**config.mk**
```make
export PLATFORM = sky130hd
export DESIGN_NAME = keypad_code_entry
export DESIGN_NICKNAME = d
export VERILOG_FILES = /design/src/hw/rtl/kce_pkg.sv /design/src/hw/rtl/kce_step.sv /design/src/hw/rtl/keypad_code_entry.sv
export VERILOG_INCLUDE_DIRS = /design/src /design/src/hw/rtl
export SDC_FILE = /design/constraint.sdc
export NUM_CORES = 1
export LEC_CHECK = 0
export ABC_AREA = 0
export BUFFER_PORTS_ARGS = -buffer_cell sky130_fd_sc_hd__buf_2
export CORE_ASPECT_RATIO = 1.25
export CORE_UTILIZATION = 60
export CTS_BUF_LIST = sky130_fd_sc_hd__clkbuf_2 sky130_fd_sc_hd__clkbuf_4 sky130_fd_sc_hd__clkbuf_8
export CTS_CLUSTER_DIAMETER = 200
export DETAILED_ROUTE_END_ITERATION = 10
export PLACE_DENSITY = 0.8
export SETUP_SLACK_MARGIN = 0.05
export SLEW_MARGIN = 0
export SYNTH_ARGS = -nofsm -noshare
export SYNTH_HDL_FRONTEND = slang
export SYNTH_SLANG_ARGS = --single-unit
```
**constraint.sdc**
```tcl
create_clock -name clock -period 6.3 [get_ports clock]
set_input_delay 0.63 -clock clock [delete_from_list [all_inputs] [get_ports clock]]
set_output_delay 0.63 -clock clock [all_outputs]
set_load 0.01 [all_outputs]
```
**src/hw/rtl/keypad_code_entry_assert.svh**
```systemverilog
// ----------------------------------------------------------------------------
// Keypad code entry assertion macros
// Shared concurrent assertion forms, clocked on clock and disabled in reset.
// ----------------------------------------------------------------------------
`ifndef KEYPAD_CODE_ENTRY_ASSERT_SVH
`define KEYPAD_CODE_ENTRY_ASSERT_SVH

// Same-cycle implication.
`define KCE_ASSERT_SAME(label, ante, cons, msg) \
   label: assert property (@(posedge clock) disable iff (reset) (ante) |-> (cons)) \
      else $error(msg);

// Next-cycle implication.
`define KCE_ASSERT_NEXT(label, ante, cons, msg) \
   label: assert property (@(posedge clock) disable iff (reset) (ante) |=> (cons)) \
      else $error(msg);

`endif

```
**src/hw/rtl/kce_pkg.sv**
```systemverilog
// ----------------------------------------------------------------------------
// Keypad code entry package
// Types and key constants shared by the scan logic and the top level.
// ----------------------------------------------------------------------------
package kce_pkg;

   typedef logic [3:0]  digit_type;
   typedef logic [11:0] key_vec_type;

   localparam int        KEY_COUNT   = 12;
   localparam int        DIGIT_KEYS  = 10;
   localparam int        KEY_CLEAR   = 10;
   localparam int        KEY_ENTER   = 11;
   localparam int        ENTER_ROW   = 3;
   localparam digit_type DIGIT_EMPTY = 4'd15;

   // Key index at each column and row of the keypad.
   localparam digit_type COL_KEYS [3][4] = '{
      '{4'd1, 4'd4, 4'd7, 4'd10},
      '{4'd2, 4'd5, 4'd8, 4'd0},
      '{4'd3, 4'd6, 4'd9, 4'd11}
   };

   typedef struct packed {
      key_vec_type held;
      key_vec_type held_prev;
      logic        wait_mode;
      digit_type   led;
   } kce_state_type;

endpackage

```
**src/hw/rtl/kce_step.sv**
```systemverilog
// ----------------------------------------------------------------------------
// Keypad code entry scan step
// Next-state logic for one keypad scan: key marks, released-key handling,
// digit entry, submit and wait mode.
// ----------------------------------------------------------------------------
module kce_step import kce_pkg::*; #(
   parameter int CODE_DIGITS = 4
) (
   input  logic [3:0]    col0_rows,
   input  logic [3:0]    col1_rows,
   input  logic [3:0]    col2_rows,
   input  kce_state_type state_cur,
   input  digit_type     entry_cur  [CODE_DIGITS],
   output kce_state_type state_next,
   output digit_type     entry_next [CODE_DIGITS],
   output logic          submit
);

   always_comb begin
      logic [3:0]  rows [3];
      key_vec_type held_scan;
      key_vec_type prev_eff;
      key_vec_type released;
      digit_type   entry_sh [CODE_DIGITS];
      digit_type   led_scan;
      logic        hold;
      logic        resume;
      logic        found;
      logic        led_found;
      logic        submit_scan;

      rows[0] = col0_rows;
      rows[1] = col1_rows;
      rows[2] = col2_rows;
      hold    = state_cur.wait_mode && !col2_rows[ENTER_ROW];
      resume  = state_cur.wait_mode && col2_rows[ENTER_ROW];

      prev_eff = resume ? '0 : state_cur.held_prev;
      for (int k = 0; k < CODE_DIGITS; k++) begin
         entry_sh[k] = resume ? DIGIT_EMPTY : entry_cur[k];
      end

      held_scan = state_cur.held;
      for (int c = 0; c < 3; c++) begin
         found = 1'b0;
         for (int r = 0; r < 4; r++) begin
            if (rows[c] == 4'd0) begin
               held_scan[COL_KEYS[c][r]] = 1'b0;
            end else if (rows[c][r] && !found) begin
               held_scan[COL_KEYS[c][r]] = 1'b1;
               found = 1'b1;
            end
         end
      end

      released = prev_eff & ~held_scan;

      for (int i = 0; i < DIGIT_KEYS; i++) begin
         if (released[i]) begin
            for (int k = 0; k < CODE_DIGITS - 1; k++) begin
               entry_sh[k] = entry_sh[k + 1];
            end
            entry_sh[CODE_DIGITS - 1] = 4'(i);
         end
      end
      if (released[KEY_CLEAR]) begin
         for (int k = 0; k < CODE_DIGITS; k++) begin
            entry_sh[k] = DIGIT_EMPTY;
         end
      end
      submit_scan = released[KEY_ENTER];

      led_scan  = 4'd0;
      led_found = 1'b0;
      for (int i = 0; i < KEY_COUNT; i++) begin
         if (held_scan[i] && !led_found) begin
            led_scan  = 4'(i);
            led_found = 1'b1;
         end
      end

      if (hold) begin
         state_next = state_cur;
         entry_next = entry_cur;
         submit     = 1'b0;
      end else begin
         state_next.held      = held_scan;
         state_next.held_prev = submit_scan ? prev_eff : held_scan;
         state_next.wait_mode = submit_scan;
         state_next.led       = submit_scan ? state_cur.led : led_scan;
         entry_next           = entry_sh;
         submit               = submit_scan;
      end
   end

endmodule

```
**src/hw/rtl/keypad_code_entry.sv**
```systemverilog
// ----------------------------------------------------------------------------
// Keypad code entry
// Turns full scans of a 3 by 4 keypad into a code entry with submit.
// ----------------------------------------------------------------------------
// Each req_ transaction carries one complete keypad scan, one 4-bit row
// vector per column. Each scan yields exactly one rsp_ transaction with the
// LED key code, the four newest entry digits (15 when empty), the submit
// pulse and the wait flag.
// A scan is first captured in an input register; the scan logic then
// updates the key, entry and wait state from it and loads the result
// register, both while the result register is free. One scan can be
// accepted in every cycle while the receiver does not stall.
// When the receiver stalls, the result register holds its transaction, the
// input register holds the next scan, and req_ready falls only when both are
// full. Reset clears all key marks, empties the entry, leaves wait mode,
// sets the LED code to zero and drops both valid flags.
// ----------------------------------------------------------------------------
`include "keypad_code_entry_assert.svh"

module keypad_code_entry import kce_pkg::*; #(
   parameter int CODE_DIGITS = 4
) (
   input  logic       clock,
   input  logic       reset,
   input  logic       req_valid,
   output logic       req_ready,
   input  logic [3:0] req_col0_rows,
   input  logic [3:0] req_col1_rows,
   input  logic [3:0] req_col2_rows,
   output logic       rsp_valid,
   input  logic       rsp_ready,
   output logic [3:0] rsp_led_code,
   output logic [3:0] rsp_digit0,
   output logic [3:0] rsp_digit1,
   output logic [3:0] rsp_digit2,
   output logic [3:0] rsp_digit3,
   output logic       rsp_submit,
   output logic       rsp_waiting
);

   logic          s1_valid_ff;
   logic [3:0]    s1_col0_ff;
   logic [3:0]    s1_col1_ff;
   logic [3:0]    s1_col2_ff;
   kce_state_type state_ff;
   kce_state_type state_in;
   digit_type     entry_ff [CODE_DIGITS];
   digit_type     entry_in [CODE_DIGITS];
   digit_type     view_in  [4];
   logic          submit_in;
   logic          rsp_valid_ff;
   digit_type     rsp_led_ff;
   digit_type     rsp_digit_ff [4];
   logic          rsp_submit_ff;
   logic          rsp_waiting_ff;
   logic          out_free;
   logic          step_fire;

   assign out_free  = !rsp_valid_ff || rsp_ready;
   assign step_fire = s1_valid_ff && out_free;
   assign req_ready = !s1_valid_ff || out_free;

   kce_step #(
      .CODE_DIGITS(CODE_DIGITS)
   ) u_step (
      .col0_rows (s1_col0_ff),
      .col1_rows (s1_col1_ff),
      .col2_rows (s1_col2_ff),
      .state_cur (state_ff),
      .entry_cur (entry_ff),
      .state_next(state_in),
      .entry_next(entry_in),
      .submit    (submit_in)
   );

   for (genvar j = 0; j < 4; j++) begin : g_view
      if (CODE_DIGITS - 4 + j >= 0) begin : g_slot
         assign view_in[j] = entry_in[CODE_DIGITS - 4 + j];
      end else begin : g_none
         assign view_in[j] = DIGIT_EMPTY;
      end
   end

   always_ff @(posedge clock) begin
      if (reset) begin
         s1_valid_ff <= 1'b0;
      end else if (req_ready) begin
         s1_valid_ff <= req_valid;
      end
   end

   always_ff @(posedge clock) begin
      if (req_valid && req_ready) begin
         s1_col0_ff <= req_col0_rows;
         s1_col1_ff <= req_col1_rows;
         s1_col2_ff <= req_col2_rows;
      end
   end

   always_ff @(posedge clock) begin
      if (reset) begin
         state_ff <= '0;
         for (int k = 0; k < CODE_DIGITS; k++) begin
            entry_ff[k] <= DIGIT_EMPTY;
         end
      end else if (step_fire) begin
         state_ff <= state_in;
         entry_ff <= entry_in;
      end
   end

   always_ff @(posedge clock) begin
      if (reset) begin
         rsp_valid_ff <= 1'b0;
      end else if (out_free) begin
         rsp_valid_ff <= s1_valid_ff;
      end
   end

   always_ff @(posedge clock) begin
      if (step_fire) begin
         rsp_led_ff     <= state_in.led;
         rsp_digit_ff   <= view_in;
         rsp_submit_ff  <= submit_in;
         rsp_waiting_ff <= state_in.wait_mode;
      end
   end

   assign rsp_valid    = rsp_valid_ff;
   assign rsp_led_code = rsp_led_ff;
   assign rsp_digit0   = rsp_digit_ff[0];
   assign rsp_digit1   = rsp_digit_ff[1];
   assign rsp_digit2   = rsp_digit_ff[2];
   assign rsp_digit3   = rsp_digit_ff[3];
   assign rsp_submit   = rsp_submit_ff;
   assign rsp_waiting  = rsp_waiting_ff;

   `KCE_ASSERT_SAME(a_submit_waits, rsp_valid_ff && rsp_submit_ff, rsp_waiting_ff,
      "A submit transaction must report wait mode.")
   `KCE_ASSERT_SAME(a_wait_from_submit, $rose(state_ff.wait_mode),
      rsp_valid_ff && rsp_submit_ff, "Wait mode entered without a submit transaction.")
   `KCE_ASSERT_NEXT(a_wait_hold, step_fire && state_ff.wait_mode && !s1_col2_ff[ENTER_ROW],
      $stable(state_ff) && !rsp_submit_ff, "Scan state changed while waiting for enter.")
   `KCE_ASSERT_SAME(a_stall_full, !req_ready,
      s1_valid_ff && rsp_valid_ff && !rsp_ready, "Input stalled while a stage was free.")

endmodule
```
## After elaboration in Yosys (flattened, before gate mapping)

Cells that the tools add are included.

| storage, ports and cells | value |
|---|---|
| register bits | 81 |

| operators by class | value |
|---|---|
| mux-type cells | 84 |
| bitwise gates (word level) | 3 |
| reductions and logical operators | 53 |

Operator list:

| kind | count |
|---|---|
| 16-bit 2-to-1 mux | 12 |
| 1-bit 2-to-1 mux | 54 |
| 4-bit 2-to-1 mux | 9 |
| 1-bit logical AND | 24 |
| 12-bit 2-to-1 mux | 2 |
| 1-bit zero test | 23 |
| 12-bit AND | 1 |
| 4-bit zero test | 3 |
| 3-bit 2-to-1 mux | 4 |
| 12-bit NOT | 1 |
| 5-bit 2-to-1 mux | 1 |
| 2-bit 2-to-1 mux | 2 |
| 1-bit logical OR | 2 |
| 2-bit AND reduction | 1 |
| 1-bit NOT | 1 |

## Depth between registers and ports, before layout

Gate-level depths: netlist of run 1.

| depth | value |
|---|---|
| depth after elaboration | 50 |
| gate-level depth with buffers | 12 |

## Hierarchy

Synthesis of run 1 repeated with hierarchy kept, for this count alone.

| second synthesis, totals | value |
|---|---|
| cell total of the unflattened synthesis | 775 |
| area, all modules | 6,269.8 µm² |

Modules (own cells, without submodules):

| module | instances | cells each | area an instance (µm²) |
|---|---|---|---|
| kce_step | 1 | 536 | 3,181.8 |
| keypad_code_entry | 1 | 239 | 3,088.0 |

## Worst setup path before layout of run 1

OpenSTA, ideal clock, no wires.

| path | value |
|---|---|
| kind | reg2reg |
| start | register s1_col1_ff[1] |
| end | register rsp_digit_ff, in the netlist rsp_digit1[2], data pin |
| data arrival time | 2.846 ns |
| data required time | 6.040 ns |
| path slack | 3.194 ns |
| stages on the path, launching flop included | 13 |
| path buffers | 2 |
| period minus slack after synthesis | 3.106 ns |
| path through | edfxtp_1 -> buf_6 -> or4b_4 -> nand3_2 -> buf_4 -> nor3_1 -> a221o_1 -> o211ai_2 -> nand4_1 -> o211a_1 -> o31ai_2 -> o22ai_1 -> mux2_2 |

RTL lines:

| item | RTL line | RTL |
|---|---|---|
| start: declaration | keypad_code_entry.sv:43 | `logic [3:0] s1_col1_ff;` |
| start signal: assignment | keypad_code_entry.sv:95 | `s1_col1_ff <= req_col1_rows;` |
| end signal: assignment | keypad_code_entry.sv:123 | `rsp_digit_ff <= view_in;` |
| end: declaration | keypad_code_entry.sv:53 | `digit_type rsp_digit_ff [4];` |

==> key figures, run 1 <==
Timing
  • Worst Skew: 0.0142 ns
  • Post-route minimum period: 4.07 ns
  • Final Max Slew Viols: 0
  • Worst-Margin Slew: 1.12 ns
  • Setup_tns: 0 ns
  • Slew headroom: 25.1%
  • Max Fclk: 0.246 GHz
  • Hold Vio Cnt, Final: 0
  • RSZ-0062 raised after global routing: no
  • Final period util: 64.5%
  • Final Setup Violations: 0

Clocking
  • # clock sinks: 81
  • Total CTS buffers: 9
  • Cells resized by post-CTS repair: 0
  • CTS root buffer: clkbuf_8
  • # hold bufs at CTS: 0
  • Clk slew on worst S/H paths: 0.09 ns
  • H-tree lvl count: 3
  • TritonCTS clock tree: built
  • Clk Latency, worst-skew pair: 0.36 ns
  • Setup Buffers After CTS: 0
  • CTS Buffer Depth: 2

Critical path
  • Worst path required time: 6.49 ns
  • WP data arrival: 4.25 ns
  • Reg2reg end: rsp_digit1[3]$_DFFE_PP_
  • CP max FO: 16
  • Worst r2r path cells: 10
  • Crit. End Element: register
  • R2R Setup Slk: 2.23 ns
  • Setup crit start kind: register
  • Worst r2r src: s1_col0_ff[1]$_DFFE_PP_
  • Critical setup path kind: reg2reg

Global routing
  • Busiest grt layer: met2
  • Vias in the first global route: 5173
  • M2 GR Usage: 62.2%
  • Total global routing overflow: 0
  • Initial antenna violation count: 0
  • Met1 GRT Util: 46.5%
  • First-pass GRT wire length: 27100 um
  • Total track usage: 38.7%
  • Grt met3 use: 7.06%
  • Largest net degree at the start of global routing: 51

Pwr
  • P_leak: 2.07 nW
  • VDD IR-drop max: 243 uV
  • PwrDens: 266 nW/um2

Die
  • Initial Util: 61.8%
  • Die Wd: 86.7 um
  • Num rows: 38
  • IO Count: 40
  • Core footprint: 8700 um2
  • Die area: 9350 um2
  • Die Y: 108 um

Synth
  • Main combinational cell family by area after synthesis: compound AO/OA/AOI/OAI gates
  • Synthesized-area fraction occupied by xor and xnor cells: 1.12%
  • Ys Warns: 0
  • Syn nets: 682
  • Synth Area in Compound Gates: 32.8%
  • Fraction of the mapped netlist area in simple logic gates: 24.1%
  • Post-synth ARST share: 0%
  • Synth Area per Inst: 8.08 um2
  • Main synth FF type: dfxtp_1
  • Number of enable flip-flop cells after synthesis: 34
  • Post-Synth Adder-Cell Area: 0.186%
  • Count of cell types in the netlist: 73
  • Mux share of post-synthesis cell area: 1.40%
  • Mapped Area: 5380 um2
  • FF+latch count, synth: 81
  • Post-synthesis cell count: 666
  • Sequential share of the synthesized area: 36.5%

Drt
  • Starting DRC count in detailed routing: 686
  • Via count: 5755
  • Antenna viol nets, final: 0
  • Via-to-Cell Ratio: 7.19
  • First-pass DRT Iterations: 8
  • Avg WL per Cell: 21.8 um
  • Routed wire length: 17400 um
  • DRC: 0

Place
  • Port-buffer cells: 39
  • GPL Wtd Cong: 1.06
  • Hpwl dp: 12700 um

Min path
  • Hold crit path type: in2reg
  • Hold_sp: req_col1_rows[2]
  • Hold depth: 1
  • Min-Delay Endpoint: s1_col1_ff[2]$_DFFE_PP_

Cells and area
  • Fill cells: 728
  • Layout cell share with drive strength beyond 1: 11.8%
  • N_diodes: 0
  • Final net count: 691
  • Layout area overhead: 7.86%
  • Final core utilization: 66.7%

Outcome
  • Status: finished, final reports clean

Run
  • Max-cap violations: 0
[worst max-delay path by stage]
stage,endpoint,from,slack [ns]
6_report,rsp_digit1[3]$_DFFE_PP_,s1_col0_ff[1]$_DFFE_PP_,2.23
5_1_grt,rsp_digit1[3]$_DFFE_PP_,s1_col0_ff[1]$_DFFE_PP_,1.90
4_1_cts,rsp_digit1[3]$_DFFE_PP_,s1_col0_ff[1]$_DFFE_PP_,2.35
3_5_place_dp,rsp_digit1[2]$_DFFE_PP_,s1_col1_ff[0]$_DFFE_PP_,2.35
3_3_place_gp,rsp_digit1[2]$_DFFE_PP_,s1_col1_ff[0]$_DFFE_PP_,2.37
2_1_floorplan,rsp_digit1[2]$_DFFE_PP_,s1_col1_ff[1]$_DFFE_PP_,3.19
[synthesized netlist by cell type (8+ instances only)]
| cell | number | area (um2) |
|---|---|---|
| clkbuf_1 | 38 | 143 |
| o31a_1 | 9 | 78.8 |
| dfxtp_1 | 47 | 941 |
| nand4_1 | 12 | 75.1 |
| nor4_1 | 9 | 56.3 |
| edfxtp_1 | 34 | 1020 |
| o31ai_1 | 17 | 128 |
| nor2_1 | 96 | 360 |
| nand3_1 | 26 | 130 |
| nand2b_1 | 8 | 50.1 |
| o21ai_0 | 32 | 160 |
| a21oi_1 | 37 | 185 |
| a22oi_1 | 8 | 60.1 |
| o211ai_1 | 8 | 60.1 |
| a211oi_1 | 32 | 240 |
| nor3_1 | 20 | 100 |
| a31oi_1 | 23 | 144 |
| and3_1 | 12 | 75.1 |
| nand2_1 | 64 | 240 |
[report_power, final]
group / total (mW) / internal [mW] / switching [mW]
Combinational: 0.481 / 0.170 / 0.311
Clock: 0.422 / 0.230 / 0.193
Sequential: 0.641 / 0.598 / 0.0426
Total: 1.54 / 0.998 / 0.546
[metrics by stage]
stage | power (mW) | cell area (um2) | setup WS, ns | hold WS [ns] | cells
floorplan | 0.983 | 5380 | 3.19 | 0.437 | 666
global placement | 1.11 | 5580 | 2.37 | 0.444 | 784
detailed placement | 1.11 | 5580 | 2.35 | 0.452 | 784
CTS | 1.53 | 5800 | 2.35 | 0.435 | 800
global route | 1.61 | 5800 | 1.90 | 0.427 | 800
finish | 1.54 | 5800 | 2.23 | 0.445 | 800
[worst max-delay path, stage by stage (launching register included)]
cell,delay [ns]
edfxtp_1,0.46
o31ai_1,0.43
nand2_1,0.41
xnor2_2,0.80
a31oi_1,0.32
o31ai_1,0.44
o21ai_0,0.25
a32oi_1,0.29
a21o_1,0.14
o21ai_0,0.12
o21ai_0,0.24
[cells in the final DEF, fill, tap and decap left out, drive strengths merged, types with 18 or more instances in the layout]
cell,instances
nor2,96
nand2,64
dfxtp,47
buf,43
a21oi,37
edfxtp,34
a211oi,33
o21ai,32
nand3,27
a31oi,23
nor3,21
o31ai,18
[sequential cells by signal, summed over array words and instances, names as in the netlist, 4 cells and up]
| name | count |
|---|---|
| rsp_digit3 | 4 |
| rsp_led_code | 4 |
| rsp_digit0 | 4 |
| rsp_digit2 | 4 |
| s1_col0_ff | 4 |
| s1_col1_ff | 4 |
| s1_col2_ff | 4 |
| entry_ff | 16 |
| rsp_digit1 | 4 |
| state_ff | 29 |
[metal layers]
metal  up-vias  wire, um
li1       2612         -
met1      2677      6300
met2       377      8270
met3        89      1540
met4         0      1320
met5         -         0
[cell type report]
class / instances / area (um2) / area share [%]
multi-input combinational: 532 / 3210 / 55.4
clock buffer: 10 / 131 / 2.26
tap: 120 / 150 / 2.59
sequential: 81 / 1960 / 33.8
inverter: 8 / 30.0 / 0.517
clock inverter: 6 / 91.3 / 1.57
timing repair buffer: 43 / 225 / 3.88
[cells by family after synthesis]
kind of cell | count (synthesis)
xor+xnor | 6
compound gates | 246
buf+inv | 53
simple gates | 272
mux | 7
flops | 81
fa+ha+maj | 1
Power figures use the tool's default switching activity.
==> run 2, diff against run 1 <==
CORE_UTILIZATION = 57   (was 60)
PLACE_DENSITY = 0.79   (was 0.8)
clock period = 3.3 ns   (was 6.3 ns; I/O delays follow)
==> run 2 against run 1 <==
Compared with the run above:
- final cell count grew 12%
- worst setup slack lost 2.3 ns
- the run now ends with negative setup slack left
- core utilization grew 7.2 points
- sequential power grew 90%
- critical endpoint is now rsp_digit0[1]$_DFFE_PP_
- highest routed layer unchanged
- fmax grew 21%
- cell area grew 17%
- first-iteration DRC count grew 37%
==> key figures, run 2 (synthesis gave the netlist of run 1 again) <==
Outcome
  • Status: complete, but fails checks
  • Failing checks: negative setup slack

Cells and area
  • Largest register FFs: 29 (unchanged)
  • Layout cell share with drive strength beyond 1: 28.9% (+17 points)
  • Most frequent cells in the layout: buf_4, nor2_1, nand2_1
  • Biggest regs: state_ff (29), entry_ff (16)
  • Most common cell after layout, fill and taps aside: buf_4
  • Layout area overhead: 26.1%
  • Final Instance Area: 6780 um2 (+17%)
  • Final net count: 787 (+14%)
  • N_diodes: 0 (unchanged)
  • Fill cells: 653 (-10%)
  • Most flops, register: state_ff

Pwr
  • P_sw: 1.26 mW (+130%)
  • Internal power: 1.94 mW (+94%)
  • PwrDens: 472 nW/um2 (+77%)
  • Sequential Power Share: 38.0% (-3.5 points)
  • Sw Share: 39.4% (+4.0 points)
  • Total Power: 3.20 mW (+110%)
  • Clock power share: 22.3% (-5.1 points)
  • P_leak: 2.58 nW (+25%)
  • VDD IR-drop max: 462 uV (+90%)
  • Combinational power share: 39.8% (+8.7 points)

Timing
  • Final Setup Violations: 2 (+2)
  • Hold Vio Cnt, Final: 0 (unchanged)
  • Worst-Margin Slew: 0.973 ns (-0.144 ns)
  • Post-route setup slack: -0.0615 ns (-2.30 ns)
  • Final period util: 102% (+37 points)
  • Max Fclk: 0.297 GHz (+21%)
  • Post-route minimum period: 3.36 ns (-0.704 ns)
  • Final Max Slew Viols: 0 (unchanged)
  • RSZ-0062 raised after global routing: yes
  • Worst Skew: 0.0200 ns (+0.00573 ns)
  • Slew headroom: 35.1% (+10 points)
  • Setup_tns: -0.0905 ns (-0.0905 ns)

Critical path
  • Critical setup path kind: reg2reg
  • Crit. End Element: register
  • Worst r2r path cells: 12 (+2)
  • WP data arrival: 3.58 ns (-0.67 ns)
  • Worst path required time: 3.52 ns (-2.97 ns)
  • CP max FO: 7 (-9)
  • Setup crit start kind: register

Global routing
  • First-pass GRT wire length: 32800 um (+21%)
  • Largest net degree at the start of global routing: 51 (unchanged)
  • Total track usage: 44.5% (+5.8 points)
  • Total global routing overflow: 0 (unchanged)
  • Initial antenna violation count: 0 (unchanged)
  • Vias in the first global route: 6113 (+18%)

Die
  • Die Y: 111 um (+2.5%)
  • Num rows: 39 (+2.6%)
  • Core footprint: 9170 um2 (+5.4%)
  • IO Count: 40 (unchanged)
  • Initial Util: 58.7% (-3.2 points)
  • Die Wd: 88.9 um (+2.5%)
  • Die area: 9840 um2 (+5.2%)

Drt
  • Starting DRC count in detailed routing: 942 (+37%)
  • Routed wire length: 21900 um (+26%)
  • Avg WL per Cell: 24.4 um (+12%)
  • Via-to-Cell Ratio: 7.33 (+2.0%)
  • Antenna viol nets, final: 0 (unchanged)
  • First-pass DRT Iterations: 8 (unchanged)
  • Via count: 6594 (+15%)
  • DRC: 0 (unchanged)

Clocking
  • # clock sinks: 81 (unchanged)
  • Clk slew on worst S/H paths: 0.09 ns (about the same)
  • TritonCTS clock tree: built
  • CTS root buffer: clkbuf_8
  • Clk Latency, worst-skew pair: 0.39 ns (+0.03 ns)
  • # hold bufs at CTS: 0 (unchanged)
  • H-tree lvl count: 3 (unchanged)
  • CTS Buffer Depth: 2 (unchanged)
  • Total CTS buffers: 9 (unchanged)

Place
  • GPL Wtd Cong: 1.03 (-2.8%)
  • Port-buffer cells: 39 (unchanged)
  • Post-place setup slack: -0.0709 ns (-2.42 ns)
  • Hpwl dp: 15200 um (+20%)
  • Post-DP Area: 6230 um2 (+12%)

Min path
  • Hold crit path type: in2reg
  • Hold depth: 1 (unchanged)

Run
  • Max-cap violations: 0 (unchanged)
run 2: metal layers:
| layer | part of all wire [%] | track usage [%] |
|---|---|---|
| met2 | 47 | 72.1 |
| met4 | 8.4 | 26.8 |
| met1 | 35 | 53.8 |
| met3 | 9.8 | 8.07 |
| met5 | 0 | 0 |
run 2: power by group through the flow:
| stage | registers (mW) | clock network [mW] | logic (mW) |
|---|---|---|---|
| 2_1_floorplan | 1.22 | 0 | 0.657 |
| 3_3_place_gp | 1.22 | 0 | 1.04 |
| 3_5_place_dp | 1.23 | 0 | 1.07 |
| 4_1_cts | 1.21 | 0.710 | 1.11 |
| 5_1_grt | 1.22 | 0.733 | 1.34 |
| 6_report | 1.22 | 0.712 | 1.27 |
run 2: worst max-delay path: stages, from the launching register on:
cell       delay [ns]
edfxtp_1         0.43
o31a_1           0.38
nor3_4           0.37
buf_4            0.18
buf_4            0.13
and3_1           0.15
a221o_1          0.14
a2bb2oi_2        0.21
a211oi_1         0.11
or4_1            0.53
o211ai_1         0.12
o2111ai_2        0.19
a31oi_1          0.24
run 2: area by class of cell:
| type | count | area, um2 | area share, % |
|---|---|---|---|
| Multi-Input combinational cell | 532 | 3480 | 51.3 |
| Sequential cell | 81 | 1960 | 28.9 |
| Timing Repair Buffer | 139 | 975 | 14.4 |
| Tap cell | 123 | 154 | 2.27 |
| Clock buffer | 9 | 124 | 1.83 |
| Clock inverter | 7 | 58.8 | 0.867 |
| Inverter | 8 | 30.0 | 0.443 |
run 2: metrics by stage:
step                hold WS (ns)  util (%)  instances
finish                     0.120      73.9        899
global route               0.114      73.9        899
detailed placement         0.451      67.9        870
CTS                        0.109      70.5        890
global placement           0.444      67.9        870
floorplan                  0.429         -        666
run 2: path summary, 6_finish.rpt:
check	startpoint	to	slack, ns
min	req_col1_rows[3]	s1_col1_ff[3]$_DFFE_PP_	0.12
max	s1_col1_ff[1]$_DFFE_PP_	rsp_digit0[1]$_DFFE_PP_	-0.06
max reg2reg	s1_col1_ff[1]$_DFFE_PP_	rsp_digit0[1]$_DFFE_PP_	-0.06
min reg2reg	state_ff[0]$_SDFFE_PP0P_	state_ff[0]$_SDFFE_PP0P_	0.49
run 2: timing repair:
item / in CTS / in global routing
cloned: 0 / 0
setup endpoints to repair: 14 / 21
setup buffers: 4 / 9
pin swaps: 7 / 30
resized for setup: 8 / 60
==> run 3, diff against run 2 <==
SKIP_LAST_GASP = 1   (was default)
TNS_END_PERCENT = 1   (was default)
==> run 3 against run 2 <==
Compared with the run above:
- the flow still finishes with violations (negative setup slack)
- worst hold slack got worse by 0.0012 ns
- global-route usage fell by 0.52 points
- final cell count fell by 0.22%
==> key figures, run 3 (synthesis gave the netlist of run 1 again) <==
Pwr
  • Clock power share: 22.8% (+0.5 points)
  • P_leak: 2.56 nW (-0.68%)
  • Sequential Power Share: 38.4% (+0.4 points)
  • P_sw: 1.24 mW (-1.6%)
  • VDD IR-drop max: 464 uV (+0.57%)
  • PwrDens: 473 nW/um2 (+0.35%)
  • Sw Share: 39.2% (-0.22 points)
  • Internal power: 1.93 mW (-0.69%)
  • Combinational power share: 38.8% (-1.0 points)

Timing
  • RSZ-0062 raised after global routing: yes
  • Final Max Slew Viols: 0 (unchanged)
  • Hold Vio Cnt, Final: 0 (unchanged)
  • Post-route setup slack: -0.0982 ns (-0.0367 ns)
  • Final Setup Violations: 6 (+4)
  • Worst Skew: 0.0198 ns (-0.000174 ns)
  • Worst-Margin Slew: 0.970 ns (-0.00333 ns)
  • Post-route minimum period: 3.40 ns (+0.0367 ns)
  • Max Fclk: 0.294 GHz (-1.1%)
  • Final period util: 103% (+1.1 points)
  • Slew headroom: 35.3% (+0.22 points)

Critical path
  • CP Capture Point: rsp_digit0[1]$_DFFE_PP_
  • Worst r2r src: s1_col1_ff[1]$_DFFE_PP_
  • Worst path required time: 3.42 ns (-0.10 ns)
  • Crit. End Element: register
  • CP max FO: 11 (+4)
  • Worst r2r path cells: 12 (unchanged)
  • Reg2reg end: rsp_digit0[1]$_DFFE_PP_
  • R2R Setup Slk: -0.1 ns (-0.04 ns)
  • Setup crit start kind: register
  • CP most frequent cell: buf_4
  • Cell Chain, Critical Path: o31a_1 -> nor3_4 -> buf_4 -> nor2_2 -> buf_4 -> a221o_1 -> a2bb2oi_4 -> a221oi_2 -> o21a_1 -> nand2_2 -> a32oi_2 -> a31oi_1
  • Slowest-stage cell, CP: edfxtp_1
  • CP max stage delay: 0.45 ns (-0.08 ns)
  • WP data arrival: 3.51 ns (-0.07 ns)
  • Critical setup path kind: reg2reg
  • CP startpoint: s1_col1_ff[1]$_DFFE_PP_

Drt
  • Antenna viol nets, final: 0 (unchanged)
  • Via count: 6477 (-1.8%)
  • Avg WL per Cell: 24.3 um (-0.35%)
  • Via-to-Cell Ratio: 7.22 (-1.6%)
  • DRC: 0 (unchanged)
  • First-pass DRT Iterations: 6 (-2)
  • Starting DRC count in detailed routing: 908 (-3.6%)
  • Routed wire length: 21800 um (-0.57%)

Cells and area
  • Final core utilization: 72.9% (-1.0 points)
  • Largest register FFs: 29 (unchanged)
  • Final non-filler cell total: 897 (-0.22%)
  • Most flops, register: state_ff
  • Layout area overhead: 24.3%
  • Final net count: 785 (-0.25%)
  • Biggest regs: state_ff (29), entry_ff (16)
  • Fill cells: 671 (+2.8%)
  • Layout cell share with drive strength beyond 1: 25.8% (-3.0 points)
  • Final Instance Area: 6690 um2 (-1.4%)
  • Most common cell after layout, fill and taps aside: nor2_1
  • N_diodes: 0 (unchanged)
  • Register area: 1960 um2 (unchanged)
  • Most frequent cells in the layout: nor2_1, buf_4, nand2_1
  • Multi-input gate area: 3390 um2 (-2.7%)

Min path
  • Hold crit path type: in2reg

Place
  • Port-buffer cells: 39 (unchanged)
  • Post-DP Area: 6230 um2 (unchanged)
  • GPL Wtd Cong: 1.03 (unchanged)
  • Placed Cells: 870 (unchanged)
  • Hpwl dp: 15200 um (unchanged)

Die
  • Num rows: 39 (unchanged)
  • Die Wd: 88.9 um (unchanged)
  • Die Y: 111 um (unchanged)
  • Initial Util: 58.7% (unchanged)
  • Core footprint: 9170 um2 (unchanged)
  • IO Count: 40 (unchanged)
  • Die area: 9840 um2 (unchanged)

Run
  • Max-cap violations: 0 (unchanged)

Clocking
  • TritonCTS clock tree: built
  • CTS root buffer: clkbuf_8
  • # hold bufs at CTS: 0 (unchanged)
  • # clock sinks: 81 (unchanged)
  • H-tree lvl count: 3 (unchanged)
  • Clk slew on worst S/H paths: 0.09 ns (about the same)
  • Total CTS buffers: 9 (unchanged)
  • CTS Buffer Depth: 2 (unchanged)
  • Clk Latency, worst-skew pair: 0.39 ns (about the same)

Global routing
  • First-pass GRT wire length: 32400 um (-1.2%)
  • Initial antenna violation count: 0 (unchanged)
  • Vias in the first global route: 6087 (-0.43%)
  • Total track usage: 44.0% (-0.52 points)
  • Largest net degree at the start of global routing: 51 (unchanged)
  • Total global routing overflow: 0 (unchanged)

Outcome
  • Failing checks: negative setup slack
  • Status: complete, but fails checks
## run 3: changes by cell type in the layout (fill, tap and decap cells not counted), sizes merged
cell,change
buf,-2
## run 3: power by group through the flow
stage / clock [mW] / sequential, mW / combinational, mW
5_1_grt: 0.740 / 1.22 / 1.30
3_5_place_dp: 0 / 1.23 / 1.07
6_report: 0.721 / 1.21 / 1.23
3_3_place_gp: 0 / 1.22 / 1.04
2_1_floorplan: 0 / 1.22 / 0.657
4_1_cts: 0.710 / 1.21 / 1.09
## run 3: worst min path at each step
stage                                  start                       end  slack (ns)  cells past startpoint
global route                req_col1_rows[3]   s1_col1_ff[3]$_DFFE_PP_        0.11                      1
floorplan                   req_col0_rows[0]   s1_col0_ff[0]$_DFFE_PP_        0.43                      0
CTS                         req_col1_rows[3]   s1_col1_ff[3]$_DFFE_PP_        0.11                      1
finish                      req_col1_rows[3]   s1_col1_ff[3]$_DFFE_PP_        0.12                      1
detailed placement  state_ff[0]$_SDFFE_PP0P_  state_ff[0]$_SDFFE_PP0P_        0.45                      2
global placement    state_ff[3]$_SDFFE_PP0P_  state_ff[3]$_SDFFE_PP0P_        0.44                      2
## run 3: layout make-up
type                       count  share of cell area, %
clock buffer                   9                   1.85
clock inverter                 7                  0.879
inverter                       8                  0.449
multi-input combinational    532                   50.6
sequential                    81                   29.3
tap                          123                   2.30
timing repair buffer         137                   14.6
## run 3: worst max-delay path, delay by kind of cell (launching register included)
family | cells | cell delay (ns)
AOI/OAI and AO/OA | 7 | 1.94
buffers and inverters | 2 | 0.36
DFF | 1 | 0.45
and+or+nand+nor | 3 | 0.38
## run 3: through the flow
| stage | setup TNS [ns] | hold WS [ns] | worst slack, ns | power, mW |
|---|---|---|---|---|
| 4_1_cts | -0.0115 | 0.109 | -0.00904 | 3.01 |
| 6_report | -0.226 | 0.119 | -0.0982 | 3.17 |
| 5_1_grt | -1.61 | 0.114 | -0.193 | 3.26 |
| 2_1_floorplan | 0 | 0.429 | 0.194 | 1.88 |
| 3_5_place_dp | -0.190 | 0.451 | -0.0709 | 2.30 |
| 3_3_place_gp | 0 | 0.444 | 0.0729 | 2.26 |
## run 3: layer usage
layer  wire length (um)  vias to the layer above  track usage, %  part of all wire [%]
met4               1800                        0            28.6                   8.3
met1               7810                     3016            52.6                    36
met3               1810                      156            7.47                   8.3
met2              10400                      518            71.1                    48
met5                  0                        -               0                     0
li1                   -                     2787               -                     -
## run 3: repair_timing
action                                  in CTS  in global routing
cloned                                       0                  0
resized for setup                            6                 39
setup buffers                                0                 11
pin swaps                                    3                 20
endpoints found under the setup margin      14                 21
